[config.mk]
export PLATFORM = sky130hd
export DESIGN_NAME = mf3_median
export DESIGN_NICKNAME = d
export VERILOG_FILES = /design/src/rtl/mf3_pkg.sv /design/src/rtl/mf3_median.sv
export SDC_FILE = /design/constraint.sdc
export NUM_CORES = 1
export LEC_CHECK = 0
export ABC_AREA = 1
export BUFFER_PORTS_ARGS = -buffer_cell sky130_fd_sc_hd__buf_2
export CORE_AREA = 2 2 459 233
export DETAILED_ROUTE_END_ITERATION = 8
export DIE_AREA = 0 0 461 235
export SYNTH_ARGS = -nofsm -noshare
export SYNTH_HDL_FRONTEND = slang
export SYNTH_SLANG_ARGS = --single-unit
[constraint.sdc]
create_clock -name clk -period 9.05 [get_ports clk]
set_clock_uncertainty 0.15 [all_clocks]
set_input_delay 0.4525 -clock clk [delete_from_list [all_inputs] [get_ports clk]]
set_output_delay 0.4525 -clock clk [all_outputs]
set_load 0.005 [all_outputs]
[src/rtl/mf3_pkg.sv]
package mf3_pkg;
  localparam int MAX_WIDTH_DEF = 2048;
  localparam int MAX_HEIGHT_DEF = 4096;
  localparam int PIX_W = 32;
  localparam int CFGW_W = 12;
  localparam int CFGH_W = 13;
  localparam int CFG_IDX_W = 1;
  localparam int CFG_DATA_W = 13;
  localparam logic [CFGW_W-1:0] WIDTH_RESET = 12'd640;
  localparam logic [CFGH_W-1:0] HEIGHT_RESET = 13'd480;
  localparam int FIFO_DEPTH = 8;
  localparam int TAPS = 9;

  typedef enum logic [CFG_IDX_W-1:0] {CFG_WIDTH = 1'b0, CFG_HEIGHT = 1'b1} cfg_idx_t;
  typedef enum logic [0:0] {OP_PIXEL = 1'b0, OP_DRAIN = 1'b1} op_t;

  typedef struct packed {
    logic interior;
    logic last;
  } mf3_tag_t;

  typedef logic [7:0] chan_t;

  function automatic chan_t max2(chan_t a, chan_t b);
    return (a > b) ? a : b;
  endfunction

  function automatic chan_t min2(chan_t a, chan_t b);
    return (a < b) ? a : b;
  endfunction

  function automatic chan_t med3(chan_t a, chan_t b, chan_t c);
    return max2(min2(a, b), min2(max2(a, b), c));
  endfunction

  // {hi, mid, lo}
  function automatic logic [23:0] sort3(chan_t a, chan_t b, chan_t c);
    return {max2(max2(a, b), c), med3(a, b, c), min2(min2(a, b), c)};
  endfunction
endpackage

[src/rtl/mf3_median.sv]
module mf3_median (
  input  logic                                   clk,
  input  logic                                   rst,
  input  logic                                   in_valid,
  input  mf3_pkg::mf3_tag_t                      in_tag,
  input  logic [mf3_pkg::TAPS-1:0][mf3_pkg::PIX_W-1:0] win,
  output logic                                   s1_busy,
  output logic                                   out_valid,
  output logic [mf3_pkg::PIX_W-1:0]              out_pixel,
  output logic                                   out_last
);
  import mf3_pkg::*;

  logic [2:0][2:0][23:0] s1_sorted;
  logic [PIX_W-1:0] s1_center;
  mf3_tag_t s1_tag;
  logic s1_valid;
  logic [2:0][2:0][23:0] sorted;
  logic [2:0][7:0] med;

  always_comb begin
    for (int ch = 0; ch < 3; ch++) begin
      for (int r = 0; r < 3; r++) begin
        sorted[ch][r] = sort3(win[r*3][ch*8 +: 8], win[r*3+1][ch*8 +: 8],
                              win[r*3+2][ch*8 +: 8]);
      end
    end
  end

  always_comb begin
    for (int ch = 0; ch < 3; ch++) begin
      med[ch] = med3(max2(max2(s1_sorted[ch][0][7:0], s1_sorted[ch][1][7:0]),
                          s1_sorted[ch][2][7:0]),
                     med3(s1_sorted[ch][0][15:8], s1_sorted[ch][1][15:8],
                          s1_sorted[ch][2][15:8]),
                     min2(min2(s1_sorted[ch][0][23:16], s1_sorted[ch][1][23:16]),
                          s1_sorted[ch][2][23:16]));
    end
  end

  always_ff @(posedge clk) begin
    if (rst) begin
      s1_valid <= 1'b0;
      out_valid <= 1'b0;
    end else begin
      s1_valid <= in_valid;
      out_valid <= s1_valid;
    end
    s1_sorted <= sorted;
    s1_center <= win[4];
    s1_tag <= in_tag;
    out_pixel <= s1_tag.interior ? {8'hFF, med[2], med[1], med[0]} : s1_center;
    out_last <= s1_tag.last;
  end

  assign s1_busy = s1_valid;
endmodule

Word-level counts from Yosys, hierarchy flattened

Index checks and enable logic that the tools add are counted.

Word-level logic and storage cells: 198
Memory bits (read-only): 0
Bits of input ports: 293
Memories kept: 0
Memory bits (writable): 0
Bits in latches: 0
Output and inout port bits: 35
Register bits: 285

$add $sub $neg: 0
Div/mod/pow operators: 0
Eq/ne operators: 0
Magnitude comparators: 90
$mul: 0
Shift operators: 0
Bitwise gates (word level): 0
Reduce and logical (&&, ||, !) cells: 0
Muxes and demuxes: 91

Operators by type and width:

| kind       | number |
|---|---|
| $mux 8     | 90 |
| $gt 8x8->1 | 45 |
| $lt 8x8->1 | 45 |
| $mux 24    | 1 |

Depth between registers and ports, before layout

Gate-level depths: netlist (run 1).

Word-level depth: 13
Depth in mapped cells: 73
Gate-level depth less buffers: 71

Least setup slack after synthesis (run 1)

Ideal clock, no wire load.

Kind: register to register
Start: reg s1_sorted[111] (netlist name)
End: reg out_pixel[14] (netlist name)
Clock period less this slack: 8.340 ns
Library setup time: 0.112 ns
Cell stages (with the launch flop): 53
Required time: 8.788 ns
Path buffers: 4
Slack: 0.710 ns
Data arrival time: 8.078 ns
Path through: dfxtp_1 > inv_1 > ha_1 > nand2_1 > nor2_1 > nand4_1 > nand2_4 > clkbuf_1 > nand2_1 > o21ai_0 > ha_1 > a21oi_1 > nor2_1 > a211oi_1 > nand2_4 > clkbuf_1 > o21ai_0 > ha_1 > [... 17 more ...] > a21oi_1 > nor2_1 > a211oi_2 > nand3_1 > and2_1 > ha_1 > inv_1 > nor2_1 > nor2_1 > o21ai_0 > nand2_1 > a32oi_1 > inv_1 > buf_1 > o21ai_0 > inv_1 > nand2_1 > nand2_1

Cells in the longest elaborated chain, start to end: 13
Elaborated cells on any way between the ends: 17
Those cells by class: order compare (8); mux (9)

RTL lines:

| what                   | line             | RTL |
|---|---|---|
| from (decl)            | mf3_median.sv:14 | `logic [2:0][2:0][23:0] s1_sorted;` |
| from (signal assigned) | mf3_median.sv:49 | `s1_sorted <= sorted;` |
| $gt 8x8->1             | mf3_pkg.sv:25    | `return (a > b) ? a : b;` |
| $mux 8                 | mf3_pkg.sv:25    |  |
| $lt 8x8->1             | mf3_pkg.sv:29    | `return (a < b) ? a : b;` |
| $mux 8                 | mf3_pkg.sv:29    |  |
| $gt 8x8->1             | mf3_pkg.sv:25    |  |
| $mux 8 (*)             | mf3_pkg.sv:25    |  |
| $gt 8x8->1             | mf3_pkg.sv:25    |  |
| $mux 8                 | mf3_pkg.sv:25    |  |
| $lt 8x8->1             | mf3_pkg.sv:29    |  |
| $mux 8                 | mf3_pkg.sv:29    |  |
| $gt 8x8->1             | mf3_pkg.sv:25    |  |
| $mux 8 (*)             | mf3_pkg.sv:25    |  |
| $mux 24 (*)            | mf3_median.sv:52 | `out_pixel <= s1_tag.interior ? {8'hFF, med[2], med[1], med[0]} : s1_center;` |
| to (signal assigned)   | mf3_median.sv:52 |  |
| to (decl)              | mf3_median.sv:9  | `output logic [mf3_pkg::PIX_W-1:0] out_pixel,` |

Every way passes the cells marked *; elsewhere a longest branch is shown, timed or not.
A chain may end at the register's enable or synchronous reset.

Worst setup path in the final report (run 1)

Start: reg s1_sorted[109] (netlist name)
End: reg out_pixel[14] (netlist name)

Same word-level chain as after synthesis.

==> out/metrics.yaml, run 1 <==
status: "finished clean"
cap_violations: 0
worstPathMaxFanout: 18
cp_common_cell: "nand2_1"
critPathLaunchType: "flip-flop"
use_met3: 0.0368
final-setup-viol-count: 0
yosys-top-cells-count: "nand2_1, o21ai_0, inv_1"
totalWireLength_mm: 88.1
fmax_mhz: 119
synth-adder-area-share: 0.239
detail_route.vias_per_cell: 4.63
cpPeakStageDelay_ns: 0.39
grt_max_degree: 29
hold_class: "primary input to flip-flop"
dieArea_sq_mm: 0.108
dp_hpwl_mm: 74.3
required_ns: 9.38
min-delay-start: "win[75]"
synth_area_leaders: "ha_1, dfxtp_1, nand2_1, o21ai_0, inv_1"
clk_path_buf_depth: 3
ios: 328
layout_setup_ws_ns: 0.647
initial_core_util: 0.248
path_clk_slew_ns: 0.07
fin_crit_sh: 0.929
num_vias: 26500
die-width_um: 461
yosys.area.top_type: "ha_1"
crit_path_start: "s1_sorted[109]"
hold_end: "s1_sorted[75]"
grt_overflow: 0
grt_use_total: 0.157
grt_pass1_wl_mm: 135
ys_ff_latch: 285
drc: 0
routedWlPerCell_um: 15.4
synthMuxAreaShare: 0
drt_iter0_drc: 2204
path_buf_inv: 9
netlist_area_sq_mm: 0.0259
async_reset_ff_frac: 0
crit_family: "simple AND/OR/NAND/NOR gates"
firstDrtPassIters: 6
slew_headroom: 0.0921
hold_depth: 3
fin_nets: 5059
cp.arrival_ns: 8.73
reg2reg_depth: 53
fin_crit_ns: 8.40
synthesis.nets: 4720
portBuffers: 263
synth-compound-area-share: 0.214
finalHoldViolations: 0
synth_top_area_frac: 0.239
regToRegEndpoint: "out_pixel[14]"
busiest_layer: "met1"
yosysWarnings: 0
worstMarginPinSlew_ns: 1.35
synth_top_family_by_area: "adder cells"
ys_seq_area_frac: 0.220
met2_usage: 0.206
ant_nets: 0
slew_violations: 0
r2r_start: "s1_sorted[109]"
crit_type: "flip-flop to flip-flop"
cts_buffers: 31
crit_path_end_kind: "flip-flop"
cts-root-buf: "clkbuf_16"
area_delta_synth_final_pct: 19.5
reg2reg_slack_ns: 0.65
yosys.area_share.simple: 0.226
cts_tree: "built"
numClockSinks: 285
finalWeightedCongestion: 0.932
ys.flop_type: "dfxtp_1"
synth-edff-count: 0
crit_slowest_cell: "dfxtp_1"
yosysMostFrequentCell: "nand2_1"
synth_xor_area_frac: 0
synth.avg_cell_area_sq_um: 6.59
num_rows: 84
grt_pass1_vias: 23700
htreeDepth: 1
chipHeight_um: 235
drive_gt1_frac: 0.109
synth_cells: 3932
core_area_sq_mm: 0.104
antenna_found_initial: 16
grt_use_met1: 0.253
dp_slack_ns: 0.198
dp.cells: 5596
stdcell_count: 5720
clock_latency_ns: 0.62
ys_types: 35
## logic make-up (layout without fill, tap and decap cells)
| group | Yosys count | in the layout |
|---|---|---|
| other | 0 | 5 |
| and+or+nand+nor | 1425 | 1427 |
| DFF | 285 | 285 |
| adders and majority gates | 495 | 495 |
| buffers and inverters | 693 | 1055 |
| AOI/OAI and AO/OA | 1034 | 1034 |
## layout make-up
cell class / instances / area (sq um)
well taps: 1419 / 1780
repair buffers: 393 / 2420
flip-flops and latches: 285 / 5710
multi-input cells: 2956 / 17600
clock inverters: 22 / 298
fillers: 11500 / 73300
clock buffers: 36 / 815
inverters: 604 / 2270
diodes: 5 / 12.5
## layout by cell type, fill, tap and decap left out, types with 32 or more instances in the layout
master	instances
a21oi_1	263
buf_2	263
buf_4	78
dfxtp_1	280
dlygate4sd3_1	51
ha_1	495
inv_1	601
nand2_1	1021
nand3_1	117
nor2_1	178
o21ai_0	607
o21ai_1	32
## repair_timing
| action | CTS | global route |
|---|---|---|
| resized for setup | 0 | 43 |
| hold buffers | 51 | 0 |
| setup endpoints to repair | 0 | 24 |
| endpoints found under the hold margin | 59 | 0 |
| buffers inserted | 0 | 8 |
## how the worst max path moves through the flow
stage               endpoint  cells after the start  slack [ns]
2_1_floorplan  out_pixel[14]                     52        0.71
3_5_place_dp    out_pixel[9]                     55        0.20
3_3_place_gp   out_pixel[15]                     55        0.32
5_1_grt         out_pixel[7]                     63       -0.04
6_report       out_pixel[14]                     53        0.65
4_1_cts         out_pixel[9]                     55        0.16
## per-layer routing
layer / vias to the layer above / wire (um)
met1: 11800 / 46100
li1: 13700 / -
met2: 821 / 32100
met4: 2 / 1310
met5: - / 8
met3: 71 / 8580
## flip-flops by register name, indices dropped and copies added, names as in the netlist
signal     flops
out_pixel     32
out_last       1
s1_tag         2
s1_busy        1
s1_center     32
s1_sorted    216
out_valid      1
## stage by stage
stage | setup TNS [ns] | area (sq um) | hold slack [ns] | utilization
floorplan | 0 | 25900 | 0.160 | -
global placement | 0 | 29200 | 0.165 | 0.280
detailed placement | 0 | 29200 | 0.164 | 0.280
CTS | 0 | 30800 | 0.000767 | 0.295
global route | -0.115 | 30900 | 0.0410 | 0.297
finish | 0 | 30900 | 0.0557 | 0.297
## tightest hold or removal path: stages
cell and delay (ns):
buf_2 0.07, inv_1 0.08, o21ai_0 0.18
Power of run 1 is left out: the tool's default activity adds up to more than one toggle a clock period on the data nets, which glitch-free logic cannot reach.
==> inputs of run 2 (changes only) <==
ABC_AREA = 0   (was 1)
CORE_AREA = 2 2 464 236   (was 2 2 459 233)
DIE_AREA = 0 0 466 238   (was 0 0 461 235)
==> run 2 against run 1 <==
Net effect:
- the run now ends with setup timing left
- global-route usage grew 1.3 points
- first-iteration DRC count is 1.1% higher
- non-clock buffer count up 393
- utilization rose by 4.7 points
- synthesized cell count down 16%
- hold slack got worse by 0.0014 ns
- maximum frequency decreased by 16%
- critical path depth grew 3
- via count rose by 0.24%
- cell area increased by 18%
- count of clock-buffer cells in the layout up 4
- die area up 2.4%
- critical path type unchanged
==> out/metrics.yaml, run 2 <==
grt_pass1_wl_mm: 147
fillers: 10900
slew_headroom: 0.244
yosys-top-cells-count: "ha_1, inv_1, o21ai_0"
hold_class: "primary input to flip-flop"
dp_hpwl_mm: 80.3
numClockSinks: 285
drive_gt1_frac: 0.287
worstMarginPinSlew_ns: 1.13
drt_iter0_drc: 2229
grt_overflow: 0
wl_met3_mm: 11.0
finalWeightedCongestion: 0.948
grt_use_total: 0.171
synth.avg_cell_area_sq_um: 8.00
num_rows: 85
grt_max_degree: 32
cts-root-buf: "clkbuf_16"
biggestRegsByFlops: "s1_sorted: 216 flops, out_pixel: 32 flops, s1_center: 32 flops"
cts_tree: "built"
dieArea_sq_mm: 0.111
fin_crit_ns: 9.96
netlist_area_sq_mm: 0.0265
synth_cells: 3310
clk_path_buf_depth: 3
stdcell_count: 5537
ios: 328
cp.arrival_ns: 10.41
yosysWarnings: 0
largest_reg_flops: 216
reg2reg_depth: 56
crit_slowest_cell: "or4b_4"
detail_route.vias_per_cell: 4.79
htreeDepth: 1
synth-edff-count: 0
ys.flop_type: "dfxtp_1"
crit_path_end_kind: "flip-flop"
grt_pass1_vias: 25000
cp_common_cell: "a21o_1"
cap_violations: 0
antenna_found_initial: 24
cpPeakStageDelay_ns: 0.58
synthesis.nets: 4098
initial_core_util: 0.248
finalHoldViolations: 0
crit_type: "flip-flop to flip-flop"
path_clk_slew_ns: 0.07
rsz0062_at_grt: "true"
required_ns: 9.50
multi_input_area_sq_mm: 0.0208
ant_nets: 0
ys_ff_latch: 285
status: "finished, violations left"
drc: 0
dp.cells: 5256
die-width_um: 466
wl_met2_mm: 35.7
cts_buffers: 31
fin_crit_sh: 1.10
firstDrtPassIters: 6
ys_types: 81
num_vias: 26500
layout_setup_ws_ns: -0.911
fin_nets: 4857
synth_area_leaders: "ha_1, dfxtp_1, mux2i_1, o21ai_0, inv_1"
worstPathMaxFanout: 8
async_reset_ff_frac: 0
critPathLaunchType: "flip-flop"
regMostFlops: "s1_sorted"
wl_met1_mm: 50.0
yosys.area.top_type: "ha_1"
area_delta_synth_final_pct: 38.3
fmax_mhz: 100
hold_depth: 3
chipHeight_um: 238
routed.top_layer: "met5"
routedWlPerCell_um: 17.8
final_common_cell: "ha_1"
synth_top_area_frac: 0.234
yosysMostFrequentCell: "ha_1"
clock_latency_ns: 0.64
final-setup-viol-count: 24
final_cell_mix: "ha_1, inv_1, buf_4, o21ai_0, nand2_1"
totalWireLength_mm: 98.3
slew_violations: 0
core_area_sq_mm: 0.107
regArea_sq_mm: 0.00573
violations: "setup timing"
portBuffers: 263
ys_seq_area_frac: 0.215
## run 2: path summary, 6_finish.rpt
path | from | endpoint | slack (ns)
max | s1_sorted[179] | out_pixel[16] | -0.91
min | win[273] | s1_sorted[193] | 0.05
max reg2reg | s1_sorted[179] | out_pixel[16] | -0.91
min reg2reg | s1_tag[0] | out_last | 0.18
## run 2: layout make-up
type | count | area share
repair buffers | 786 | 0.153
flip-flops and latches | 285 | 0.156
clock buffers | 40 | 0.0235
well taps | 1435 | 0.0490
clock inverters | 18 | 0.00751
inverters | 423 | 0.0433
multi-input cells | 2542 | 0.567
diodes | 8 | 0.000546
## run 2: cells by family after synthesis
logic type      after synthesis  synth area share
compound gates              927             0.208
xor+xnor                      3          0.000992
fa+ha+maj                   497             0.235
buf+inv                     483            0.0690
flops                       285             0.215
mux                         332             0.132
simple gates                783             0.140
## run 2: repair_timing
action / CTS / global route
pin swaps: 73 / 64
buffers inserted: 81 / 32
gates cloned: 1 / 0
hold endpoints to repair: 134 / 0
endpoints found under the setup margin: 24 / 24
gates resized for setup: 150 / 116
hold buffers: 104 / 0
## run 2: worst max-delay path: cells and delay by family, from the launching register on
kind                     cells  cell delay [ns]
AO/OA/AOI/OAI               22             3.22
AND/OR/NAND/NOR             18             3.08
multiplexers                 2             0.61
buffers and inverters        8             0.91
flip-flops                   1             0.33
adder cells (fa/ha/maj)      6             1.59
## run 2: through the flow
stage / instance area, sq um / hold WS [ns] / utilization / setup TNS [ns] / setup WS, ns
final: 36600 / 0.0543 / 0.343 / -17.42 / -0.911
after global routing: 36600 / 0.0197 / 0.343 / -27.84 / -1.28
after CTS: 35800 / 0.00108 / 0.336 / -11.23 / -0.614
after detailed placement: 32300 / 0.174 / 0.303 / -20.49 / -0.985
after global placement: 32300 / 0.163 / 0.303 / -15.61 / -0.814
after floorplan: 27200 / 0.160 / - / -5.14 / -0.381
## run 2: layer usage
layer,GRT usage,vias to the layer above
li1,-,13300
met1,0.263,12200
met2,0.223,926
met3,0.0621,106
met4,0.0226,6
met5,0,-
Power of run 2 is left out for the same reason.
