<file path="config.mk">
export PLATFORM = sky130hd
export DESIGN_NAME = mf3_out_fifo_flat
export DESIGN_NICKNAME = d
export VERILOG_FILES = /design/src/rtl/mf3_pkg.sv /design/src/rtl/mf3_if.sv /design/src/rtl/mf3_out_fifo.sv /design/src/flat_wrapper.sv
export SDC_FILE = /design/constraint.sdc
export NUM_CORES = 1
export LEC_CHECK = 0
export BUFFER_PORTS_ARGS = -buffer_cell sky130_fd_sc_hd__buf_2
export CORE_MARGIN = 2
export CORE_UTILIZATION = 30
export CTS_CLUSTER_SIZE = 8
export DETAILED_ROUTE_END_ITERATION = 16
export GPL_TIMING_DRIVEN = 0
export PLACE_DENSITY = 0.54
export SLEW_MARGIN = 20
export SYNTH_ARGS = -nofsm -noshare
export SYNTH_HDL_FRONTEND = slang
export SYNTH_SLANG_ARGS = --single-unit
</file>
<file path="constraint.sdc">
create_clock -name clk -period 4.6 [get_ports clk]
set_input_delay 0.92 -clock clk [delete_from_list [all_inputs] [get_ports clk]]
set_output_delay 0.92 -clock clk [all_outputs]
set_load 0.02 [all_outputs]
</file>
<file path="src/rtl/mf3_pkg.sv">
package mf3_pkg;
  localparam int MAX_WIDTH_DEF = 2048;
  localparam int MAX_HEIGHT_DEF = 4096;
  localparam int PIX_W = 32;
  localparam int CFGW_W = 12;
  localparam int CFGH_W = 13;
  localparam int CFG_IDX_W = 1;
  localparam int CFG_DATA_W = 13;
  localparam logic [CFGW_W-1:0] WIDTH_RESET = 12'd640;
  localparam logic [CFGH_W-1:0] HEIGHT_RESET = 13'd480;
  localparam int FIFO_DEPTH = 8;
  localparam int TAPS = 9;

  typedef enum logic [CFG_IDX_W-1:0] {CFG_WIDTH = 1'b0, CFG_HEIGHT = 1'b1} cfg_idx_t;
  typedef enum logic [0:0] {OP_PIXEL = 1'b0, OP_DRAIN = 1'b1} op_t;

  typedef struct packed {
    logic interior;
    logic last;
  } mf3_tag_t;

  typedef logic [7:0] chan_t;

  function automatic chan_t max2(chan_t a, chan_t b);
    return (a > b) ? a : b;
  endfunction

  function automatic chan_t min2(chan_t a, chan_t b);
    return (a < b) ? a : b;
  endfunction

  function automatic chan_t med3(chan_t a, chan_t b, chan_t c);
    return max2(min2(a, b), min2(max2(a, b), c));
  endfunction

  // {hi, mid, lo}
  function automatic logic [23:0] sort3(chan_t a, chan_t b, chan_t c);
    return {max2(max2(a, b), c), med3(a, b, c), min2(min2(a, b), c)};
  endfunction
endpackage

</file>
<file path="src/rtl/mf3_if.sv">


interface mf3_out_if;
  import mf3_pkg::*;
  logic valid;
  logic ready;
  logic [PIX_W-1:0] pixel_out;
  logic frame_last;
  modport source (output valid, output pixel_out, output frame_last, input ready);
  modport sink (input valid, input pixel_out, input frame_last, output ready);
endinterface


</file>
<file path="src/rtl/mf3_out_fifo.sv">
module mf3_out_fifo #(
  parameter int DEPTH = mf3_pkg::FIFO_DEPTH
) (
  input  logic                              clk,
  input  logic                              rst,
  input  logic                              push,
  input  logic [mf3_pkg::PIX_W-1:0]         push_pixel,
  input  logic                              push_last,
  output logic [$clog2(DEPTH+1)-1:0]        count,
  mf3_out_if.source                         out_ch
);
  import mf3_pkg::*;

  localparam int AW = $clog2(DEPTH);

  logic [PIX_W:0] mem [DEPTH];
  logic [AW-1:0] wr_ptr;
  logic [AW-1:0] rd_ptr;
  logic pop;

  assign pop = out_ch.valid & out_ch.ready;
  assign out_ch.valid = (count != '0);
  assign out_ch.pixel_out = mem[rd_ptr][PIX_W-1:0];
  assign out_ch.frame_last = mem[rd_ptr][PIX_W];

  always_ff @(posedge clk) begin
    if (rst) begin
      wr_ptr <= '0;
      rd_ptr <= '0;
      count <= '0;
    end else begin
      if (push) begin
        wr_ptr <= (wr_ptr == AW'(DEPTH - 1)) ? '0 : wr_ptr + 1'b1;
      end
      if (pop) begin
        rd_ptr <= (rd_ptr == AW'(DEPTH - 1)) ? '0 : rd_ptr + 1'b1;
      end
      count <= count + {{($bits(count)-1){1'b0}}, push} - {{($bits(count)-1){1'b0}}, pop};
    end
    if (push) begin
      mem[wr_ptr] <= {push_last, push_pixel};
    end
  end
endmodule

</file>
<file path="src/flat_wrapper.sv">
// flat-port wrapper written by rule: the top's interface ports become plain ports
module mf3_out_fifo_flat import mf3_pkg::*;
#(
  parameter int DEPTH = mf3_pkg::FIFO_DEPTH
)
  (clk, rst, push, push_pixel, push_last, count, out_ch_valid, out_ch_pixel_out, out_ch_frame_last, out_ch_ready);
  mf3_out_if out_ch_i ();
  input  logic clk;
  input  logic rst;
  input  logic push;
  input  logic [mf3_pkg::PIX_W-1:0] push_pixel;
  input  logic push_last;
  output logic [$clog2(DEPTH+1)-1:0] count;
  output wire logic [$bits(out_ch_i.valid)-1:0] out_ch_valid;
  output wire logic [$bits(out_ch_i.pixel_out)-1:0] out_ch_pixel_out;
  output wire logic [$bits(out_ch_i.frame_last)-1:0] out_ch_frame_last;
  input wire logic [$bits(out_ch_i.ready)-1:0] out_ch_ready;
  assign out_ch_valid = out_ch_i.valid;
  assign out_ch_pixel_out = out_ch_i.pixel_out;
  assign out_ch_frame_last = out_ch_i.frame_last;
  assign out_ch_i.ready = out_ch_ready;
  mf3_out_fifo #(.DEPTH(DEPTH)) u_core (.clk(clk), .rst(rst), .push(push), .push_pixel(push_pixel), .push_last(push_last), .count(count), .out_ch(out_ch_i));
endmodule
</file>
# Word level (Yosys, flattened, before mapping)

Memory sizes are Yosys's and may differ from the RTL's. A register that Yosys moved wholly into a read port is not among the register bits.
Cells that the tools add are included.

Memories kept: 1
Logic and storage cells: 18
Memory bits (writable): 264
Register bits: 10

Add/subtract/negate cells: 4
Muxes and demuxes: 6
Reduce and logical (&&, ||, !) cells: 1
Bitwise logic cells: 1
Equal/unequal tests: 2

Memory list:

| memory     | depth | bits a word | read ports | clocked after Yosys merged registers in | wr ports | RTL line           | source |
|---|---|---|---|---|---|---|---|
| u_core.mem | 8     | 33          | 1          | 1                                       | 1        | mf3_out_fifo.sv:16 | `logic [PIX_W:0] mem [DEPTH];` |

Operator list:

| cell                                         | number |
|---|---|
| two-way mux 3 bit                            | 4 |
| adder 3 x 1 -> 3 bit (second input constant) | 2 |
| == test 3 bit (second input constant)        | 2 |
| adder 4 x 1 -> 4 bit                         | 1 |
| nonzero test 4 bit                           | 1 |
| subtractor 4 x 1 -> 4 bit                    | 1 |
| two-way mux 1 bit                            | 2 |
| AND 1 bit                                    | 1 |

# Depth between registers and ports, before layout

Gate-level depths: netlist (run 1).

Depth after elaboration: 4
Gate-level depth with buffers: 10
Gate-level depth less buffers: 10

# Worst setup path before layout (run 1)

No wires, ideal clock.

Path type: input-to-reg
Start: input push
End: memory u_core.mem[0][0] (netlist bit), enable pin
Library setup time: 0.464 ns
Arrival: 3.288 ns
Required time: 4.136 ns
Stages: 2
Setup slack: 0.848 ns
Cells stage by stage: nand2b_1 nor3_1

Word-level cells in the longest chain between the ends: 2

Ends and longest elaborated chain:

| element                                 | RTL line           | source |
|---|---|---|
| start, declared                         | flat_wrapper.sv:10 | `input logic push;` |
| two-way mux 1 bit                       | mf3_out_fifo.sv:40 | `if (push) begin` |
| two-way mux 1 bit (not written as such) | mf3_out_fifo.sv:41 | `mem[wr_ptr] <= {push_last, push_pixel};` |
| end, declared                           | mf3_out_fifo.sv:16 |  |

Every way passes these cells.

==> results of run 1 <==
state kept, by name (all words and copies together), names as in the netlist, named ones only:
signal,count
u_core.wr_ptr,3
u_core.mem,264
u_core.rd_ptr,3
u_core.count,4
layer usage:
layer	track usage, %	wire (um)
met1	15.10	9113
met2	22.80	12040
met3	3.015	1106
met4	3.728	379
met5	0	23
power by group through the flow:
| stage | Clock (W) | Sequential [W] | Combinational (W) |
|---|---|---|---|
| floorplan | 0 | 0.00293 | 0.000597 |
| global placement | 0 | 0.00292 | 0.000890 |
| detailed placement | 0 | 0.00292 | 0.000935 |
| CTS | 0.00262 | 0.00287 | 0.000941 |
| global route | 0.00273 | 0.00288 | 0.000994 |
| finish | 0.00254 | 0.00287 | 0.000911 |
cells by family after synthesis:
family	share of synthesized area, %
AND/OR/NAND/NOR	1.373
adder cells (fa/ha/maj)	1.136
AO/OA/AOI/OAI	0.6981
flip-flops	77.43
XOR/XNOR	0.08284
buffers and inverters	1.313
multiplexers	17.97
worst register-to-register path, cell delays in order, from the launching register on:
cell     delay [ps]
dfxtp_1         310
inv_1            80
ha_1            130
nor3b_1         400
inv_1           180
nand3_1         200
o21ai_0         130
ha_1            240
fa_1            390
xnor2_1         160
nor2_1           70
Yosys cell counts (all sizes together):
cell type | instances | area [um^2]
edfxtp | 264 | 7928
mux4 | 66 | 1509
mux2 | 33 | 371.6
dfxtp | 13 | 260.3
buf | 12 | 90.08
nor2 | 11 | 41.29
a21oi | 9 | 45.04
ha | 8 | 100.1
clkbuf | 7 | 26.28
inv | 6 | 22.52
nand2b | 5 | 31.28
nand3 | 4 | 20.02
o21ai | 4 | 20.02
mux2i | 2 | 20.02
nand2 | 2 | 7.510
nor2b | 2 | 12.51
nor3 | 2 | 10.01
a31o | 1 | 8.760
fa | 1 | 20.02
nand3b | 1 | 7.510
nor3b | 1 | 7.510
or4 | 1 | 7.510
xnor2 | 1 | 8.760
final cells by class:
cell class	instances	area, um^2
repair buffers	94	701.9
flip-flops and latches	277	8188
multi-input cells	154	2303
plain buffers	19	116.4
clock inverters	2	21.27
diodes	2	5.005
fillers	3104	21630
well taps	455	569.3
inverters	6	22.52
clock buffers	47	1070
worst paths after layout:
kind / end / slack [ps] / from / cells after the start
setup / recovery: out_ch_pixel_out[23] / 1110 / flop / 5
hold / removal: u_core.rd_ptr[2] / 540 / u_core.rd_ptr[2] / 2
setup reg to reg: u_core.count[2] / 2180 / u_core.count[2] / 10
hold reg to reg: u_core.rd_ptr[2] / 540 / u_core.rd_ptr[2] / 2
stage by stage:
step	hold slack [ps]	setup WS (ps)	instances	utilization [%]
after global placement	510.5	-1978	985	33.25
after floorplan	493.0	848.0	456	-
after detailed placement	534.1	1596	1005	34.37
after global routing	573.2	960.9	1055	37.53
final	543.9	1114	1056	37.53
after CTS	540.4	1056	1054	37.52
==> impl_results.md, run 1 <==
- Static leakage: 4.218 nW
- I/O pins: between 70 and 80
- Chip width: 191.8 um
- Worst Path Buf+Inv: 3
- Post-route cell area: roughly 13,000 um^2
- Clock root buffer master: clkbuf_16
- Worst Path Required: approximately 3700 ps
- Tcrit/Tclk final: about three quarters
- Port bufs: 74
- Power Density: approximately 490 nW/um^2
- Worst-path cell chain: clkbuf_1, buf_2, mux4_2, mux2_2, buf_2
- Critical path class: reg -> out
- Clock share of power: 40.2%
- Avg Cell Area, Syn: 23.19 um^2
- WL final: approximately 23 mm
- Global route total overflow: 0
- Largest stage delay, worst path: 450 ps
- Core Rows: 68
- Synth-to-layout area growth: 22.91%
- Mapped Cells: between 400 and 500
- Layout Skew: 11.01 ps
- Status: finished clean
- CTS-repair resized insts: 0
- Reg power frac: a little under half
- Initial antenna violation count: 3
- Share of cells above drive strength 1: a little over two fifths
- Via count: approximately 5,000
- Synthesized net count: around 500
- Initial core utilization: 30.54%
- Setup violators final: 0
- Slowest cell on the critical path: clkbuf_1
- Drt drc: 0
- Area after DPL: about 12,000 um^2
- Die Area: 36,770 um^2
- Fin. Hold Viols: 0
- Vias in the first global route: 5,500
- Max-Slew Margin vs Limit: 46.13%
- Die Span Y: approximately 190 um
- Slew @ Worst Pin: 808.1 ps
- Core footprint: ~35,000 um^2
- F_max: ~290 MHz
- Wire per inst: roughly 21 um
- Internal power: slightly below 0.005 W
- Postcts setup bufs: 0
- CTS tree: built
- Overall power: 0.006330 W
- Via-to-Cell Ratio: ~4.7
- Drt first pass iters: 5
- Worst-path clk slew: 50 ps
- RSZ-0062 raised after global routing: false
- Fin crit period: around 3500 ps
- # Max-Cap Violations: 0
- P_sw: roughly 0.0015 W
- Routability cong.: roughly 0.74
- Peak VDD IR: 235.7 uV
- Largest net degree at the start of global routing: 19
- Worst Path Arrival: roughly 2600 ps
- H-tree depth: 2
- Crit. End Element: output port
- Most frequent cells in the layout: edfxtp_1 (264), buf_2 (80), mux4_2 (60)
- Max clock buf depth: 3
- Routed Antenna Nets: 0
- Yosys reg bits: ~280
- DPL Wire Length: between 10 and 15 mm
- Synth Cell Area: around 11,000 um^2
- Startpoint types: flop
- Sink Count: approximately 280
- Seq/Total Area, Yosys: between 70% and 80%
- Sw frac: roughly a quarter
- Min-Delay Path Class: reg -> reg
- Top delay family on crit path: buffers and inverters
- Global-route usage over all layers: around 13%
- Yosys warns: 0
- Most frequent CP cell: buf_2
- Clk_lat worst skew: 510 ps
- Combinational Power Share: roughly 14%
- Most common cell after layout, fill and taps aside: edfxtp_1
- Setup TNS: 0 ps
- Nets: 638
- CTS buffer count: 40
- Global-route wire length before repair: between 30 and 40 mm
- Max FO, Critical Path: 10
- Post-synth cell types: 26
- Max-slew violations: 0
- # hold bufs at CTS: 0
- 1st-iter DRT viols: approximately 400
(Power assumes the default switching activity.)
==> inputs of run 2 (changes only) <==
==> constraint.sdc (replaced) <==
create_clock -name clk -period 3.3 [get_ports clk]
set_input_delay 0.66 -clock clk [delete_from_list [all_inputs] [get_ports clk]]
set_output_delay 0.66 -clock clk [all_outputs]
set_load 0.02 [all_outputs]
==> run 2 against run 1 <==
Net effect: hold slack got worse by 170 ps; largest cell class unchanged; cell count down 0.47%; global-route usage is 0.10 points higher; routed wire length up 0.55%; cell area down 0.23%; sequential cell count unchanged.
==> impl_results.md, run 2 (same netlist as run 1, synthesis figures left out) <==
- Status: finished clean
- Clk_lat worst skew: ~500 ps
- Largest regs: u_core.mem: 264 flops, u_core.count: 4 flops
- Fin crit period: around 3100 ps
- RSZ-0062 raised after global routing: false
- Crit. End Element: output port
- Drt first pass iters: 4
- Global-route usage over all layers: between 10% and 20%
- Final hold slack: approximately 380 ps
- Worst Path Arrival: 2480 ps
- Sink Count: between 200 and 300
- Routed Antenna Nets: 0
- Worst Path Buf+Inv: 3
- I/O pins: 75
- Biggest register: u_core.mem
- Tcrit/Tclk final: ~95%
- Max-Slew Margin vs Limit: between 40% and 50%
- Nets: about 630
- Post-route cell area: approximately 13,000 um^2
- Area after DPL: 11,890 um^2
- Setup violators final: 0
- # Max-Cap Violations: 0
- Initial core utilization: a little under a third
- Global route total overflow: 0
- Peak VDD IR: roughly 360 uV
- Vias in the first global route: about 5,500
- Chip width: around 190 um
- Core footprint: between 30,000 and 40,000 um^2
- Reg2reg path depth: 10
- Wire per inst: roughly 22 um
- Drt drc: 0
- CTS tree: built
- Max reg flops: roughly 260
- Initial antenna violation count: 3
- # hold bufs at CTS: 0
- Die Area: 36,770 um^2
- Min-Delay Path Class: in -> reg
- Routability cong.: 0.7325
- Most common cell after layout, fill and taps aside: edfxtp_1
- Static leakage: about 4.2 nW
- Core Rows: around 70
- Power Density: about 680 nW/um^2
- Most frequent cells in the layout: edfxtp_1 (264), buf_2 (80), mux4_2 (60)
- Die Span Y: 191.8 um
- Worst hold start: rst
- Worst Path Required: between 2000 and 3000 ps
- 1st-iter DRT viols: between 300 and 400
- Port bufs: between 70 and 80
- Fin. Hold Viols: 0
- Hold worst-path end: u_core.count[1]
- Clock root buffer master: clkbuf_16
- Worst-path clk slew: 50 ps
- Layout Skew: approximately 11 ps
- Max-slew violations: 0
- Via count: slightly below 5,000
- R2r startpoint: u_core.count[2]
- Max FO, Critical Path: 10
- Worst-path cell chain: buf_1, clkbuf_1, mux2_2, buf_2
- DPL Wire Length: around 14 mm
- Global-route wire length before repair: 33.93 mm
- WL final: about 23 mm
- Hold Crit Depth: 2
- Startpoint types: flop
- Critical path class: reg -> out
- Share of cells above drive strength 1: a little over 40%
- Slowest cell on the critical path: clkbuf_1
- CTS buffer count: 40
- Largest net degree at the start of global routing: 19
- Via-to-Cell Ratio: between 4 and 5
- Largest stage delay, worst path: 680 ps
- Postcts setup bufs: 0
- Max clock buf depth: 3
- Flop2flop setup slack: roughly 760 ps
- Top delay family on crit path: buffers and inverters
- H-tree depth: 2
- Synth-to-layout area growth: 22.62%
- Crit Reg-Reg Endpoint: u_core.count[2]
- Slew @ Worst Pin: ~830 ps
- F_max: approximately 320 MHz
==> run 2: changes by cell type in the layout (fill, tap and decap cells not counted), sizes merged <==
| cell | before | now |
|---|---|---|
| clkinv | 2 | 1 |
| inv | 6 | 8 |
| buf | 106 | 101 |
| clkbuf | 54 | 53 |
==> run 2: metrics by stage <==
| step | TNS (ps) | power, W | instances | setup WS, ps | utilization, % |
|---|---|---|---|---|---|
| after floorplan | 0 | 0.004918 | 456 | 692.0 | - |
| after global placement | -299230 | 0.005309 | 985 | -1259 | 33.28 |
| after detailed placement | 0 | 0.005379 | 1000 | 509.6 | 34.35 |
| after CTS | 0 | 0.008915 | 1049 | 84.47 | 37.43 |
| after global routing | 0 | 0.009148 | 1050 | 32.56 | 37.44 |
| final | 0 | 0.008787 | 1051 | 163.6 | 37.45 |
==> run 2: how the worst max path moves through the flow <==
stage,to,depth (start not counted),from
2_1_floorplan,u_core.mem[1][0],2,push
3_3_place_gp,u_core.mem[3][18],3,push
3_5_place_dp,out_ch_pixel_out[7],5,flop
4_1_cts,out_ch_pixel_out[12],4,flop
5_1_grt,out_ch_pixel_out[12],4,flop
6_report,out_ch_pixel_out[12],4,flop
==> run 2: per-layer routing <==
layer	track usage, %	share of wire, %	up-vias
li1	-	-	2167
met1	16.43	43	2600
met2	21.88	50	124
met3	2.814	5.3	37
met4	3.521	1.9	2
met5	0	0.031	-
==> run 2: layout make-up <==
type,instances,area [um^2]
diodes,2,5.005
plain buffers,19,117.6
clock buffers,46,1045
clock inverters,3,22.52
fillers,3092,21660
inverters,6,22.52
multi-input cells,154,2316
flip-flops and latches,277,8188
well taps,455,569.3
repair buffers,89,681.9
==> run 2: timing repair <==
| item | 4_1_cts | 5_1_grt |
|---|---|---|
| resized for setup | 1 | 0 |
| hold endpoints to repair | 0 | 0 |
| setup endpoints to repair | 12 | 0 |
==> run 2: worst register-to-register path, delay by kind of cell, from the launching register on <==
kind                       cells  cell delay (ps)
buffers and inverters          2              290
AOI/OAI and AO/OA              1              140
xor gates and xnor gates       1              180
and+or+nand+nor                3              710
adders and majority gates      3              790
DFF                            1              310
==> run 2: where the power goes <==
group	total, W	internal [W]	switching, W
Clock	0.00350	0.00219	0.00131
Sequential	0.00401	0.00397	0.0000416
Combinational	0.00127	0.000558	0.000715
Total	0.00879	0.00672	0.00207
